File: config.mk
export PLATFORM = sky130hd
export DESIGN_NAME = pccs_ctrl
export DESIGN_NICKNAME = d
export VERILOG_FILES = /design/src/hw/rtl/assert_macros.svh /design/src/hw/rtl/pccs_pkg.sv /design/src/hw/rtl/pccs_ctrl.sv
export SDC_FILE = /design/constraint.sdc
export NUM_CORES = 1
export LEC_CHECK = 0
export ABC_AREA = 1
export BUFFER_PORTS_ARGS = -buffer_cell sky130_fd_sc_hd__buf_2
export CAP_MARGIN = 0
export CORE_UTILIZATION = 40
export CTS_CLUSTER_SIZE = 8
export DETAILED_ROUTE_END_ITERATION = 16
export GPL_TIMING_DRIVEN = 0
export PLACE_DENSITY = 0.67
export SKIP_CTS_REPAIR_TIMING = 1
export SLEW_MARGIN = 5
export SYNTH_ARGS = -nofsm -noshare
export SYNTH_HDL_FRONTEND = slang
export SYNTH_SLANG_ARGS = --single-unit
File: constraint.sdc
create_clock -name clk -period 3.7 [get_ports clk]
set_input_delay 0.74 -clock clk [delete_from_list [all_inputs] [get_ports clk]]
set_output_delay 0.74 -clock clk [all_outputs]
set_load 0.02 [all_outputs]
File: src/hw/rtl/assert_macros.svh
// ----------------------------------------------------------------------------
// assertion macros
// shared concurrent check forms for the sampler
// ----------------------------------------------------------------------------
`ifndef ASSERT_MACROS_SVH
`define ASSERT_MACROS_SVH

// same-cycle implication
`define PCCS_ASSERT_IMP(name, clk, rst_n, pre, post) \
    name: assert property (@(posedge clk) disable iff (!rst_n) (pre) |-> (post)) \
        else $error("same-cycle check failed");

// next-cycle implication
`define PCCS_ASSERT_NXT(name, clk, rst_n, pre, post) \
    name: assert property (@(posedge clk) disable iff (!rst_n) (pre) |=> (post)) \
        else $error("next-cycle check failed");

`endif

File: src/hw/rtl/pccs_pkg.sv
// ----------------------------------------------------------------------------
// pccs_pkg
// widths, constants, datapath commands and status for the cdf sampler
// ----------------------------------------------------------------------------
`timescale 1ns / 1ps

package pccs_pkg;

    localparam int MAX_ENTRIES = 1024;
    localparam int CNT_W       = 11;
    localparam int IDX_W       = 10;
    localparam int W_W         = 32;
    localparam int U_W         = 24;
    localparam int CDF_W       = 25;
    localparam int TOT_W       = 42;
    localparam int WN_W        = 43;
    localparam int AB_W        = 36;
    localparam int DIV_SH_W    = 32;
    localparam int DIV_CNT_W   = 6;

    localparam logic [CDF_W-1:0]     CDF_ONE    = 25'h1000000;
    localparam logic [W_W-1:0]       DENS_UNIT  = 32'h00010000;
    localparam logic [W_W-1:0]       DENS_SAT   = 32'hFFFFFFFF;
    localparam logic [DIV_CNT_W-1:0] STEPS_FRAC = 6'd24;
    localparam logic [DIV_CNT_W-1:0] STEPS_DENS = 6'd32;

    localparam int OP_W = 5;
    localparam logic [OP_W-1:0] OP_NONE  = 5'd0;
    localparam logic [OP_W-1:0] OP_LOAD  = 5'd1;
    localparam logic [OP_W-1:0] OP_BINIT = 5'd2;
    localparam logic [OP_W-1:0] OP_BRD   = 5'd3;
    localparam logic [OP_W-1:0] OP_BACC  = 5'd4;
    localparam logic [OP_W-1:0] OP_BWR   = 5'd5;
    localparam logic [OP_W-1:0] OP_SINIT = 5'd6;
    localparam logic [OP_W-1:0] OP_SCHK  = 5'd7;
    localparam logic [OP_W-1:0] OP_SCMP  = 5'd8;
    localparam logic [OP_W-1:0] OP_RD0   = 5'd9;
    localparam logic [OP_W-1:0] OP_RD1   = 5'd10;
    localparam logic [OP_W-1:0] OP_MUL1  = 5'd11;
    localparam logic [OP_W-1:0] OP_MUL2  = 5'd12;
    localparam logic [OP_W-1:0] OP_XDIV  = 5'd13;
    localparam logic [OP_W-1:0] OP_XCAP  = 5'd14;
    localparam logic [OP_W-1:0] OP_DDIV  = 5'd15;
    localparam logic [OP_W-1:0] OP_DCAP  = 5'd16;
    localparam logic [OP_W-1:0] OP_OUT   = 5'd17;
    localparam logic [OP_W-1:0] OP_ERR   = 5'd18;

    typedef struct packed {
        logic            accept;
        logic [OP_W-1:0] op;
    } cmd_t;

    typedef struct packed {
        logic ready;
        logic last;
        logic div_busy;
        logic srch_more;
        logic build_last;
    } status_t;

endpackage

File: src/hw/rtl/pccs_ctrl.sv
// ----------------------------------------------------------------------------
// pccs_ctrl
// sequencer for load, table build and sample
// ----------------------------------------------------------------------------
`timescale 1ns / 1ps

module pccs_ctrl (
    input  logic                clk,
    input  logic                rst_n,
    input  logic                start,
    input  logic                func,
    output logic                busy,
    output pccs_pkg::cmd_t      cmd,
    input  pccs_pkg::status_t   status
);
    import pccs_pkg::*;

    localparam int ST_W = 5;
    localparam logic [ST_W-1:0] ST_IDLE   = 5'd0;
    localparam logic [ST_W-1:0] ST_LOAD   = 5'd1;
    localparam logic [ST_W-1:0] ST_BINIT  = 5'd2;
    localparam logic [ST_W-1:0] ST_BRD    = 5'd3;
    localparam logic [ST_W-1:0] ST_BACC   = 5'd4;
    localparam logic [ST_W-1:0] ST_BWAIT  = 5'd5;
    localparam logic [ST_W-1:0] ST_BWR    = 5'd6;
    localparam logic [ST_W-1:0] ST_SINIT  = 5'd7;
    localparam logic [ST_W-1:0] ST_SCHK   = 5'd8;
    localparam logic [ST_W-1:0] ST_SCMP   = 5'd9;
    localparam logic [ST_W-1:0] ST_RD1    = 5'd10;
    localparam logic [ST_W-1:0] ST_MUL1   = 5'd11;
    localparam logic [ST_W-1:0] ST_MUL2   = 5'd12;
    localparam logic [ST_W-1:0] ST_XSTART = 5'd13;
    localparam logic [ST_W-1:0] ST_XWAIT  = 5'd14;
    localparam logic [ST_W-1:0] ST_DSTART = 5'd15;
    localparam logic [ST_W-1:0] ST_DWAIT  = 5'd16;
    localparam logic [ST_W-1:0] ST_OUT    = 5'd17;
    localparam logic [ST_W-1:0] ST_ERR    = 5'd18;

    logic [ST_W-1:0] state_reg, state_next;

    always_comb
    begin
        state_next = state_reg;
        cmd.accept = 1'b0;
        cmd.op     = OP_NONE;
        case (state_reg)
            ST_IDLE:
            begin
                if (start)
                begin
                    cmd.accept = 1'b1;
                    if (!func)
                        state_next = ST_LOAD;
                    else if (status.ready)
                        state_next = ST_SINIT;
                    else
                        state_next = ST_ERR;
                end
            end
            ST_LOAD:
            begin
                cmd.op     = OP_LOAD;
                state_next = status.last ? ST_BINIT : ST_IDLE;
            end
            ST_BINIT:
            begin
                cmd.op     = OP_BINIT;
                state_next = ST_BRD;
            end
            ST_BRD:
            begin
                cmd.op     = OP_BRD;
                state_next = ST_BACC;
            end
            ST_BACC:
            begin
                cmd.op     = OP_BACC;
                state_next = ST_BWAIT;
            end
            ST_BWAIT:
            begin
                if (!status.div_busy)
                    state_next = ST_BWR;
            end
            ST_BWR:
            begin
                cmd.op     = OP_BWR;
                state_next = status.build_last ? ST_IDLE : ST_BRD;
            end
            ST_SINIT:
            begin
                cmd.op     = OP_SINIT;
                state_next = ST_SCHK;
            end
            ST_SCHK:
            begin
                if (status.srch_more)
                begin
                    cmd.op     = OP_SCHK;
                    state_next = ST_SCMP;
                end
                else
                begin
                    cmd.op     = OP_RD0;
                    state_next = ST_RD1;
                end
            end
            ST_SCMP:
            begin
                cmd.op     = OP_SCMP;
                state_next = ST_SCHK;
            end
            ST_RD1:
            begin
                cmd.op     = OP_RD1;
                state_next = ST_MUL1;
            end
            ST_MUL1:
            begin
                cmd.op     = OP_MUL1;
                state_next = ST_MUL2;
            end
            ST_MUL2:
            begin
                cmd.op     = OP_MUL2;
                state_next = ST_XSTART;
            end
            ST_XSTART:
            begin
                cmd.op     = OP_XDIV;
                state_next = ST_XWAIT;
            end
            ST_XWAIT:
            begin
                if (!status.div_busy)
                begin
                    cmd.op     = OP_XCAP;
                    state_next = ST_DSTART;
                end
            end
            ST_DSTART:
            begin
                cmd.op     = OP_DDIV;
                state_next = ST_DWAIT;
            end
            ST_DWAIT:
            begin
                if (!status.div_busy)
                begin
                    cmd.op     = OP_DCAP;
                    state_next = ST_OUT;
                end
            end
            ST_OUT:
            begin
                cmd.op     = OP_OUT;
                state_next = ST_IDLE;
            end
            ST_ERR:
            begin
                cmd.op     = OP_ERR;
                state_next = ST_IDLE;
            end
            default:
            begin
                state_next = ST_IDLE;
            end
        endcase
    end

    always_ff @(posedge clk or negedge rst_n)
    begin
        if (!rst_n)
        begin
            state_reg <= ST_IDLE;
        end
        else
        begin
            state_reg <= state_next;
        end
    end

    assign busy = state_reg != ST_IDLE;

endmodule

Yosys cells after proc, flatten, opt, wreduce, memory -nomap -nowiden
Cells that the tools add are included. W data, S select, Z words.

Input port bits: 9. Register bits after elaboration: 5. Output and inout port bits: 7.

Mux-type cells: 16. Equality and inequality tests: 22. Reductions and logical operators: 4.

Operators with widths (number): $pmux W5 S17 (1); $pmux W5 S16 (1); $eq A5 B4 Y1 const B (8); $mux W5 (7); $eq A5 B3 Y1 const B (4); $eq A5 B5 Y1 const B (3); $eq A5 B2 Y1 const B (2); $mux W4 (2); $ne A2 B2 Y1 const B (4); $mux W2 (3); $eq A5 B1 Y1 const B (1); $logic_not A5 Y1 (1); $reduce_bool A5 Y1 (1); $reduce_and A4 Y1 (1); $mux W1 (2); $reduce_or A2 Y1 (1).

Depth between registers and ports, before layout
Gate-level depths: netlist of the first run.

Depth after elaboration: 4. Depth in mapped cells: 10.

Worst setup path before layout of the first run
Ideal clock, no wire load.

Path type: register to output. From: register state_reg[1]. To: output cmd[4] in the netlist's numbering. Stages on the path, launching flop included: 4. Buffers on the path: 0. Arrival: 1.333 ns. Setup slack: 1.627 ns. Path through: dfrtp_1 -> nor2_2 -> nand3_1 -> o21ai_0.

RTL lines: from (decl) (line pccs_ctrl.sv:39) `logic [ST_W-1:0] state_reg, state_next;`; from (signal assigned) (line pccs_ctrl.sv:179) `state_reg <= state_next;`; to (decl) (line pccs_ctrl.sv:13) `output pccs_pkg::cmd_t cmd,`.

==> results of run 1 <==
[power groups by stage]
stage | clock (mW) | combinational, mW | sequential (mW)
after detailed placement | 0 | 0.547 | 0.119
after floorplan | 0 | 0.419 | 0.111
after CTS | 0.0644 | 0.552 | 0.119
after global routing | 0.0696 | 0.612 | 0.122
final | 0.0621 | 0.553 | 0.119
after global placement | 0 | 0.543 | 0.119
[placed cells by master, fill, tap and decap left out]
master / instances
nand2_1: 37
nor2_1: 16
buf_2: 15
inv_1: 11
nand3_1: 9
dfrtp_1: 5
inv_2: 4
nand3_2: 3
nand2_2: 3
nand4_1: 3
clkbuf_4: 3
nor2_2: 2
buf_6: 2
nor3_1: 2
a21oi_1: 2
o2111ai_1: 2
o21ai_0: 2
nor2_4: 1
o211ai_1: 1
nor3_4: 1
o21a_1: 1
and2_1: 1
a21oi_2: 1
nor3b_1: 1
a22oi_1: 1
clkbuf_1: 1
[worst paths after layout]
kind,start,end,slack (ns),cells after the start
max,state_reg[4],cmd[1],1.31,9
min,rst_n,state_reg[0],0.30,1
max reg2reg,state_reg[0],state_reg[0],2.29,6
min reg2reg,state_reg[4],state_reg[1],0.72,4
max in group asynchronous,rst_n,state_reg[4],3.26,1
min in group clk,state_reg[4],state_reg[1],0.72,4
[worst reg2reg max path, delay by kind of cell, from the launching register on]
family / cells / cell delay [ns]
AO/OA/AOI/OAI: 1 / 0.08
AND/OR/NAND/NOR: 5 / 0.76
flip-flops: 1 / 0.45
[per-layer routing]
layer  global-route usage  share of wire  up-vias
li1                     -              -      396
met1               0.2965           0.46      343
met2               0.3138           0.46       36
met3              0.05172          0.067        3
met4              0.03125         0.0084        0
met5                    0              0        -
[logic make-up (layout without fill, tap and decap cells)]
family	Yosys count	count (layout)
AO/OA/AOI/OAI	10	10
flip-flops	5	5
AND/OR/NAND/NOR	79	79
buffers and inverters	17	36
[area by class of cell]
type                            instances  share of cell area
Multi-Input combinational cell         89              0.5772
Sequential cell                         5              0.1626
Timing Repair Buffer                   15             0.09756
Inverter                               15             0.07317
Clock buffer                            4             0.03415
Buffer                                  2             0.02927
Tap cell                               16             0.02602
==> impl_metrics.py, run 1 <==
metrics = {
    "outcome": {
        "status": "finished clean",
    },
    "sta": {
        "timing.final.crit_share": 0.6468,
        "timing.fmax_mhz": 417.9,
        "setup_viol": 0,
        "finalCriticalPeriod_ns": 2.393,
        "hold-worst-slack_ns": 0.3045,
        "worst_pin_slew_ns": 0.3601,
        "setup_tns_ns": 0,
        "fin_skew_ns": 0.005725,
        "hold_violations": 0,
        "rsz0062_at_grt": "no",
        "maxSlewViolCount": 0,
        "slew_headroom": 0.7581,
        "fin_ws_ns": 1.307,
    },
    "pwr": {
        "p_sw_frac": 0.5853,
        "pwr-share-seq": 0.162,
        "p_total_mw": 0.7347,
        "p_comb_frac": 0.753,
        "internal-power_mw": 0.3047,
        "net-switching-power_mw": 0.4300,
        "leakagePower_nw": 0.4481,
        "p_per_area_nw_per_um2": 954.8,
        "p_clk_frac": 0.085,
        "vdd_drop_max_uv": 526.9,
    },
    "grt": {
        "antenna_found_initial": 0,
        "grt_pass1_wl_mm": 2.877,
        "grt_use_total": 0.2048,
        "grt_max_degree": 9,
        "grt_pass1_vias": 699,
        "grt.overflow.total": 0,
    },
    "clock_network": {
        "cts_tree": "yes",
        "numCtsBuffers": 3,
        "clk_latency_ns": 0.24,
        "h-tree-depth": 1,
        "cts.clk_slew.worst_paths_ns": 0.05,
        "clock_path_buffers": 2,
        "clockRootBuffer": "clkbuf_4",
        "cts_sinks": 5,
    },
    "layout": {
        "drive_gt1_frac": 0.2692,
        "area_delta_synth_final_pct": 18.73,
        "fillers": 152,
        "final_nets": 140,
        "antennaDiodeCount": 0,
        "multi_input_area_sq_um": 444.2,
        "largest_register_ffs": 5,
        "fin_area_sq_um": 769.5,
        "stdcell_count": 146,
        "postLayoutCoreUtil": 0.5108,
        "seq_area_sq_um": 125.1,
    },
    "synthesis": {
        "syn_avg_cell_area_sq_um": 5.839,
        "synth_mux_area_frac": 0,
        "synth_top_area_cell": "nand2_1",
        "ys.flop_type": "dfrtp_1",
        "synthSimpleGateAreaFrac": 0.5792,
        "synth-xor-area-share": 0,
        "synth_edf_count": 0,
        "synth_cells": 111,
        "synth_most_common_cell": "nand2_1",
        "ys_async_sr_fraction": 1.000,
        "synth-seq-cells": 5,
        "synth_compound_area_frac": 0.1062,
        "yosysSeqAreaShare": 0.1931,
        "syn_area_sq_um": 648.1,
        "synth.top_cell.area_share": 0.2143,
        "synthesis.nets": 120,
        "synthAdderAreaFrac": 0,
        "synth_top_family_by_area": "simple AND/OR/NAND/NOR gates",
        "synth_area_leaders": "nand2_1 (21%), dfrtp_1 (19%), nor2_1 (9.3%)",
        "synth_cell_type_count": 23,
        "ys_warn_count": 0,
        "synth_commonest_cells": "nand2_1 (37), nor2_1 (16), inv_1 (11)",
    },
    "critical_path": {
        "critical_path_required_ns": 2.96,
        "cpPeakStageDelay_ns": 0.37,
        "cp.arrival_ns": 1.65,
        "critPathCaptureType": "primary output",
        "path_class": "register to primary output",
        "crit_buf_inv": 4,
        "crit_path_start_kind": "register",
        "path_max_fanout": 8,
        "cpMostUsedCell": "nand2_1",
        "cp_top_family": "buffers and inverters",
        "critPathSlowestCell": "dfrtp_1",
        "path_cells": "buf_6 -> inv_2 -> nand2_1 -> nor2_1 -> nand2_1 -> nand2_1 -> inv_1 -> o2111ai_1 -> buf_2",
    },
    "placed_design": {
        "dpl-instance-area_sq_um": 743.2,
        "io_buffers": 15,
        "preCtsSetupSlack_ns": 1.586,
        "gp_congestion": 0.9067,
        "hpwl_mm": 1.337,
        "placedCellCount": 142,
    },
    "floorplanning": {
        "fp.dieW_microns": 42.25,
        "die_h_microns": 42.25,
        "num_rows": 14,
        "fp.coreArea_sq_um": 1506,
        "boundaryPins": 16,
        "die_area_sq_um": 1785,
        "start_util": 0.4302,
    },
    "drt": {
        "wl_per_cell_microns": 11.47,
        "vias": 778,
        "ant_nets": 0,
        "avgViaCountPerCell": 5.329,
        "wirelength_mm": 1.675,
        "drc": 0,
        "drtIter0Drc": 23,
        "dr.pass1.iters": 4,
    },
    "hold_path": {
        "hold_path_class": "input pin to asynchronous set/reset pin",
    },
    "job": {
        "cap_violations": 0,
    },
}
No activity file was read; power rests on OpenSTA's default activity.
==> run 2: changes to the inputs <==
--- a/config.mk
+++ b/config.mk
@@ -5,14 +5,14 @@
 export SDC_FILE = /design/constraint.sdc
 export NUM_CORES = 1
 export LEC_CHECK = 0
-export ABC_AREA = 1
+export ABC_AREA = 0
 export BUFFER_PORTS_ARGS = -buffer_cell sky130_fd_sc_hd__buf_2
 export CAP_MARGIN = 0
 export CORE_UTILIZATION = 40
 export CTS_CLUSTER_SIZE = 8
 export DETAILED_ROUTE_END_ITERATION = 16
 export GPL_TIMING_DRIVEN = 0
-export PLACE_DENSITY = 0.67
+export PLACE_DENSITY = 0.69
 export SKIP_CTS_REPAIR_TIMING = 1
 export SLEW_MARGIN = 5
 export SYNTH_ARGS = -nofsm -noshare
==> constraint.sdc (replaced) <==
create_clock -name clk -period 2.1 [get_ports clk]
set_input_delay 0.42 -clock clk [delete_from_list [all_inputs] [get_ports clk]]
set_output_delay 0.42 -clock clk [all_outputs]
set_load 0.02 [all_outputs]
==> impl_metrics.py, run 2 <==
metrics = {
    "outcome": {
        "status": "finished with violations",
        "violations": "negative setup slack",
    },
    "sta": {
        "slew_headroom": 0.7516,
        "worst_pin_slew_ns": 0.3699,
        "timing.fmax_mhz": 456.0,
        "rsz0062_at_grt": "yes",
        "hold_violations": 0,
        "fin_skew_ns": 0.004960,
        "timing.final.crit_share": 1.044,
        "finalCriticalPeriod_ns": 2.193,
        "setup_viol": 2,
        "fin_ws_ns": -0.09275,
        "maxSlewViolCount": 0,
    },
    "synthesis": {
        "synth_cell_type_count": 43,
        "synth_top_area_cell": "dfrtp_1",
        "synth_cells": 89,
        "synth.top_cell.area_share": 0.1873,
        "syn_avg_cell_area_sq_um": 7.507,
        "ys.flop_type": "dfrtp_1",
        "ys_async_sr_fraction": 1.000,
        "syn_area_sq_um": 668.1,
        "yosysSeqAreaShare": 0.1873,
        "synth_area_leaders": "dfrtp_1 (19%), nand2b_1 (7.5%), a21oi_1 (6.0%)",
        "synth_commonest_cells": "a21oi_1 (8), nand2b_1 (8), buf_2 (6), nand2_1 (6), nor2_1 (6)",
        "ys_warn_count": 0,
        "synth_edf_count": 0,
        "synth-seq-cells": 5,
        "synthesis.nets": 98,
    },
    "grt": {
        "grt.overflow.total": 0,
        "grt_pass1_vias": 690,
        "grt_max_degree": 11,
        "gr-usage-met1": 0.2977,
        "use_met2": 0.3303,
        "grt_use_total": 0.2065,
        "grt-busiest-layer": "met2",
        "grt_pass1_wl_mm": 2.973,
        "grt.met3_usage": 0.05106,
        "antenna_found_initial": 0,
    },
    "critical_path": {
        "crit_buf_inv": 1,
        "cpPeakStageDelay_ns": 0.50,
        "setup.worst_path.start": "state_reg[2]",
        "cp_top_family": "simple AND/OR/NAND/NOR gates",
        "critical_path_required_ns": 1.68,
        "ff2ff_setup_slack_ns": 0.55,
        "critPathSlowestCell": "or4b_4",
        "path_max_fanout": 6,
        "critPathCaptureType": "primary output",
        "reg2regPathDepth": 4,
        "path_cells": "nand2b_4 -> or4b_4 -> a21oi_4 -> o21bai_1 -> buf_4",
        "path_class": "register to primary output",
        "regToRegStartpoint": "state_reg[2]",
        "crit_path_start_kind": "register",
        "timing.rr.end": "state_reg[4]",
        "cp.arrival_ns": 1.77,
    },
    "pwr": {
        "internal-power_mw": 0.6943,
        "leakagePower_nw": 0.3687,
        "vdd_drop_max_uv": 599.5,
        "p_sw_frac": 0.5000,
        "p_clk_frac": 0.078,
        "p_comb_frac": 0.763,
        "p_per_area_nw_per_um2": 1602,
        "pwr-share-seq": 0.159,
        "p_total_mw": 1.389,
        "net-switching-power_mw": 0.6944,
    },
    "floorplanning": {
        "num_rows": 14,
        "fp.dieW_microns": 42.87,
        "start_util": 0.4334,
        "die_h_microns": 42.87,
        "fp.coreArea_sq_um": 1541,
        "die_area_sq_um": 1838,
        "boundaryPins": 16,
    },
    "layout": {
        "largest_register_ffs": 5,
        "final_nets": 121,
        "antennaDiodeCount": 0,
        "fin_area_sq_um": 867.1,
        "final_common_cell": "buf_2",
        "final_cell_mix": "buf_2 (15), a21oi_1 (8), nand2b_1 (7), nand2_1 (6), nor2_1 (6)",
        "area_delta_synth_final_pct": 29.78,
        "drive_gt1_frac": 0.3514,
    },
    "clock_network": {
        "cts.clk_slew.worst_paths_ns": 0.04,
        "cts_sinks": 5,
        "clockRootBuffer": "clkbuf_4",
        "clock_path_buffers": 2,
        "h-tree-depth": 1,
        "clk_latency_ns": 0.24,
        "cts_tree": "yes",
        "numCtsBuffers": 3,
    },
    "hold_path": {
        "hp-start": "start",
        "holdPathEnd": "state_reg[4]",
        "whs_path_depth": 3,
        "hold_path_class": "input pin to register",
    },
    "placed_design": {
        "hpwl_mm": 1.256,
        "io_buffers": 15,
        "gp_congestion": 0.8438,
        "dpl-instance-area_sq_um": 763.2,
    },
    "drt": {
        "ant_nets": 0,
        "wl_per_cell_microns": 14.20,
        "drtIter0Drc": 40,
        "drc": 0,
        "dr.pass1.iters": 4,
        "wirelength_mm": 1.804,
        "avgViaCountPerCell": 6.055,
        "vias": 769,
    },
    "job": {
        "cap_violations": 0,
    },
}
==> run 2: changes by cell type after synthesis, sizes merged, moves of 3 or more <==
cell / previous run / this run
buf: 2 / 8
nand2: 40 / 6
nor2: 19 / 6
o21ai: 2 / 5
a21oi: 3 / 9
nand3: 12 / 5
a21o: 0 / 3
inv: 15 / 3
nand4: 3 / 0
nand2b: 0 / 9
==> run 2: tightest hold or removal path, delay by kind of cell <==
family | cells | cell delay, ns
buffers and inverters | 1 | 0.10
and+or+nand+nor | 1 | 0.06
AOI/OAI and AO/OA | 1 | 0.06
==> run 2: per-layer routing <==
layer  wire length, microns  part of all wire  vias to the layer above
li1                       -                 -                      376
met1                    832              0.46                      349
met2                    834              0.46                       44
met3                    137             0.076                        0
met4                      0                 0                        0
met5                      0                 0                        -
==> run 2: layout make-up <==
cell class                      count  area (sq um)
Buffer                              8         66.31
Inverter                            3         11.26
Sequential cell                     5         127.6
Multi-Input combinational cell     73         506.7
Clock buffer                        4         26.28
Tap cell                           16         20.02
Fill cell                         144         674.4
Timing Repair Buffer               18         108.9
==> run 2: worst max-delay path by stage <==
stage | to | slack (ns) | cells past startpoint
2_1_floorplan | cmd[4] | 0.18 | 4
5_1_grt | cmd[2] | -0.16 | 5
4_1_cts | cmd[2] | -0.17 | 5
3_3_place_gp | cmd[2] | 0.12 | 5
6_report | cmd[2] | -0.09 | 5
3_5_place_dp | cmd[2] | 0.09 | 5
==> run 2: cell families after synthesis <==
kind of cell | Yosys count | synth area share
xor+xnor | 1 | 0.01311
compound gates | 31 | 0.3240
simple gates | 41 | 0.3858
flops | 5 | 0.1873
buf+inv | 11 | 0.08989
==> run 2: metrics by stage <==
stage	instances	TNS [ns]	hold slack (ns)	util	setup slack (ns)
after detailed placement	120	0	0.2362	0.4951	0.08987
after CTS	124	-0.4237	-0.02450	0.5122	-0.1712
after global routing	127	-0.3758	0.4683	0.5625	-0.1644
final	127	-0.1617	0.4504	0.5625	-0.09275
after floorplan	89	0	0.1244	-	0.1815
after global placement	120	0	0.2319	0.4951	0.1190
==> run 2: power groups by stage <==
stage	Clock [mW]	Combinational (mW)	Sequential, mW
2_1_floorplan	0	0.731	0.180
6_report	0.108	1.06	0.220
4_1_cts	0.115	0.937	0.195
3_5_place_dp	0	0.934	0.196
3_3_place_gp	0	0.927	0.194
5_1_grt	0.122	1.16	0.227
==> run 3: changes to the inputs <==
--- a/config.mk
+++ b/config.mk
@@ -12,8 +12,7 @@
 export CTS_CLUSTER_SIZE = 8
 export DETAILED_ROUTE_END_ITERATION = 16
 export GPL_TIMING_DRIVEN = 0
-export PLACE_DENSITY = 0.69
-export SKIP_CTS_REPAIR_TIMING = 1
+export PLACE_DENSITY = 0.66
 export SLEW_MARGIN = 5
 export SYNTH_ARGS = -nofsm -noshare
 export SYNTH_HDL_FRONTEND = slang
==> impl_metrics.py, run 3 (synthesis results as in run 2) <==
metrics = {
    "outcome": {
        "status": "finished with violations",
        "violations": "negative setup slack",
    },
    "drt": {
        "vias": 803,
        "drc": 0,
        "drtIter0Drc": 28,
        "avgViaCountPerCell": 6.273,
        "wirelength_mm": 1.939,
        "wl_per_cell_microns": 15.15,
        "ant_nets": 0,
        "dr.pass1.iters": 4,
    },
    "placed_design": {
        "gp_congestion": 0.8493,
        "io_buffers": 15,
        "placedCellCount": 120,
        "hpwl_mm": 1.346,
    },
    "critical_path": {
        "critPathSlowestCell": "or4b_4",
        "path_max_fanout": 4,
        "cpPeakStageDelay_ns": 0.49,
        "crit_path_start_kind": "register",
        "critical_path_required_ns": 1.68,
        "critPathCaptureType": "primary output",
        "path_class": "register to primary output",
        "path_cells": "nand2b_4 -> or4b_4 -> a21oi_4 -> o21bai_1 -> buf_4",
        "cp.arrival_ns": 1.73,
    },
    "sta": {
        "hold_violations": 0,
        "timing.fmax_mhz": 465.9,
        "finalCriticalPeriod_ns": 2.147,
        "fin_ws_ns": -0.04653,
        "fin_skew_ns": 0.01208,
        "timing.final.crit_share": 1.022,
        "worst_pin_slew_ns": 0.3651,
        "maxSlewViolCount": 0,
        "setup_tns_ns": -0.06848,
        "slew_headroom": 0.7548,
        "rsz0062_at_grt": "yes",
        "setup_viol": 2,
    },
    "grt": {
        "grt_max_degree": 20,
        "grt.overflow.total": 0,
        "grt_pass1_vias": 753,
        "grt_pass1_wl_mm": 3.277,
        "antenna_found_initial": 0,
        "grt_use_total": 0.2379,
    },
    "floorplanning": {
        "die_area_sq_um": 1838,
        "die_h_microns": 42.87,
        "num_rows": 14,
        "fp.dieW_microns": 42.87,
        "start_util": 0.4334,
        "boundaryPins": 16,
        "fp.coreArea_sq_um": 1541,
    },
    "layout": {
        "final_nets": 122,
        "largest_register_ffs": 5,
        "drive_gt1_frac": 0.3482,
        "antennaDiodeCount": 0,
        "stdcell_count": 128,
        "final_common_cell": "buf_2",
        "fillers": 145,
        "area_delta_synth_final_pct": 30.34,
        "final_cell_mix": "buf_2 (16), a21oi_1 (8), nand2b_1 (7), nand2_1 (6), nor2_1 (6)",
    },
    "pwr": {
        "leakagePower_nw": 0.3740,
        "p_sw_frac": 0.5016,
        "p_per_area_nw_per_um2": 1607,
        "p_comb_frac": 0.774,
        "vdd_drop_max_uv": 653.9,
        "internal-power_mw": 0.6977,
        "net-switching-power_mw": 0.7021,
        "pwr-share-seq": 0.142,
        "p_clk_frac": 0.084,
    },
    "clock_network": {
        "numCtsBuffers": 3,
        "clock_path_buffers": 2,
        "clockRootBuffer": "clkbuf_4",
        "clk_latency_ns": 0.25,
        "cts_tree": "yes",
        "h-tree-depth": 1,
        "cts_sinks": 5,
        "cts.clk_slew.worst_paths_ns": 0.05,
    },
    "job": {
        "cap_violations": 0,
    },
    "hold_path": {
        "hold_path_class": "input pin to register",
    },
}
==> run 3: changes by cell type in the layout (fill, tap and decap cells not counted) <==
cell,before,now
dfrtp_1,3,4
buf_2,15,16
dfrtp_2,2,1
==> run 3: final cells by class <==
type / instances / area (sq um) / share of cell area
well taps: 16 / 20.02 / 0.02299
repair buffers: 20 / 123.9 / 0.1422
flip-flops and latches: 5 / 126.4 / 0.1451
plain buffers: 7 / 56.30 / 0.06466
multi-input cells: 73 / 506.7 / 0.5819
clock buffers: 4 / 26.28 / 0.03017
inverters: 3 / 11.26 / 0.01293
==> run 3: power by group through the flow <==
stage	logic [mW]	registers, mW	clock network [mW]
2_1_floorplan	0.731	0.180	0
3_3_place_gp	0.932	0.196	0
3_5_place_dp	0.934	0.194	0
4_1_cts	1.04	0.188	0.119
5_1_grt	1.19	0.203	0.128
6_report	1.08	0.199	0.117
==> run 3: worst paths after layout <==
kind	slack [ns]	from	cells past startpoint	endpoint
min reg2reg	0.73	state_reg[1]	4	state_reg[4]
min in group asynchronous	0.50	rst_n	2	state_reg[2]
max in group asynchronous	1.45	rst_n	2	state_reg[1]
max	-0.05	state_reg[2]	5	cmd[2]
max reg2reg	0.35	state_reg[2]	5	state_reg[0]
min	0.44	start	3	state_reg[4]
==> run 3: worst max-delay path: cells and delay by family, from the launching register on <==
| family | cells | cell delay [ns] |
|---|---|---|
| AND/OR/NAND/NOR | 2 | 0.65 |
| flip-flops | 1 | 0.41 |
| AO/OA/AOI/OAI | 2 | 0.26 |
| buffers and inverters | 1 | 0.15 |
==> run 3: per-stage QoR <==
step	util	setup slack, ns	hold WS (ns)	power (mW)	instance area (sq um)
4_1_cts	0.5495	-0.02287	0.4398	1.348	847.1
6_report	0.5649	-0.04653	0.4430	1.400	870.8
3_3_place_gp	0.4951	0.1144	0.2314	1.127	763.2
5_1_grt	0.5649	-0.08490	0.4463	1.519	870.8
2_1_floorplan	-	0.1815	0.1244	0.9107	668.1
3_5_place_dp	0.4951	0.1102	0.2422	1.129	763.2
==> run 3: what timing repair did <==
item,4_1_cts,5_1_grt
gates resized for setup,6,5
endpoints found under the hold margin,5,0
cloned,0,0
buffers inserted,4,0
setup endpoints to repair,3,5
hold buffers,1,0
pin swaps,2,0
==> run 3: per-layer routing <==
metal  up-vias  wire length, microns  GRT usage  part of all wire
met1       379                   809     0.2943              0.42
met5         -                     0          0                 0
met4         0                    66     0.1750             0.034
li1        379                     -          -                 -
met3         8                   125    0.05106             0.064
met2        37                   937     0.3576              0.48
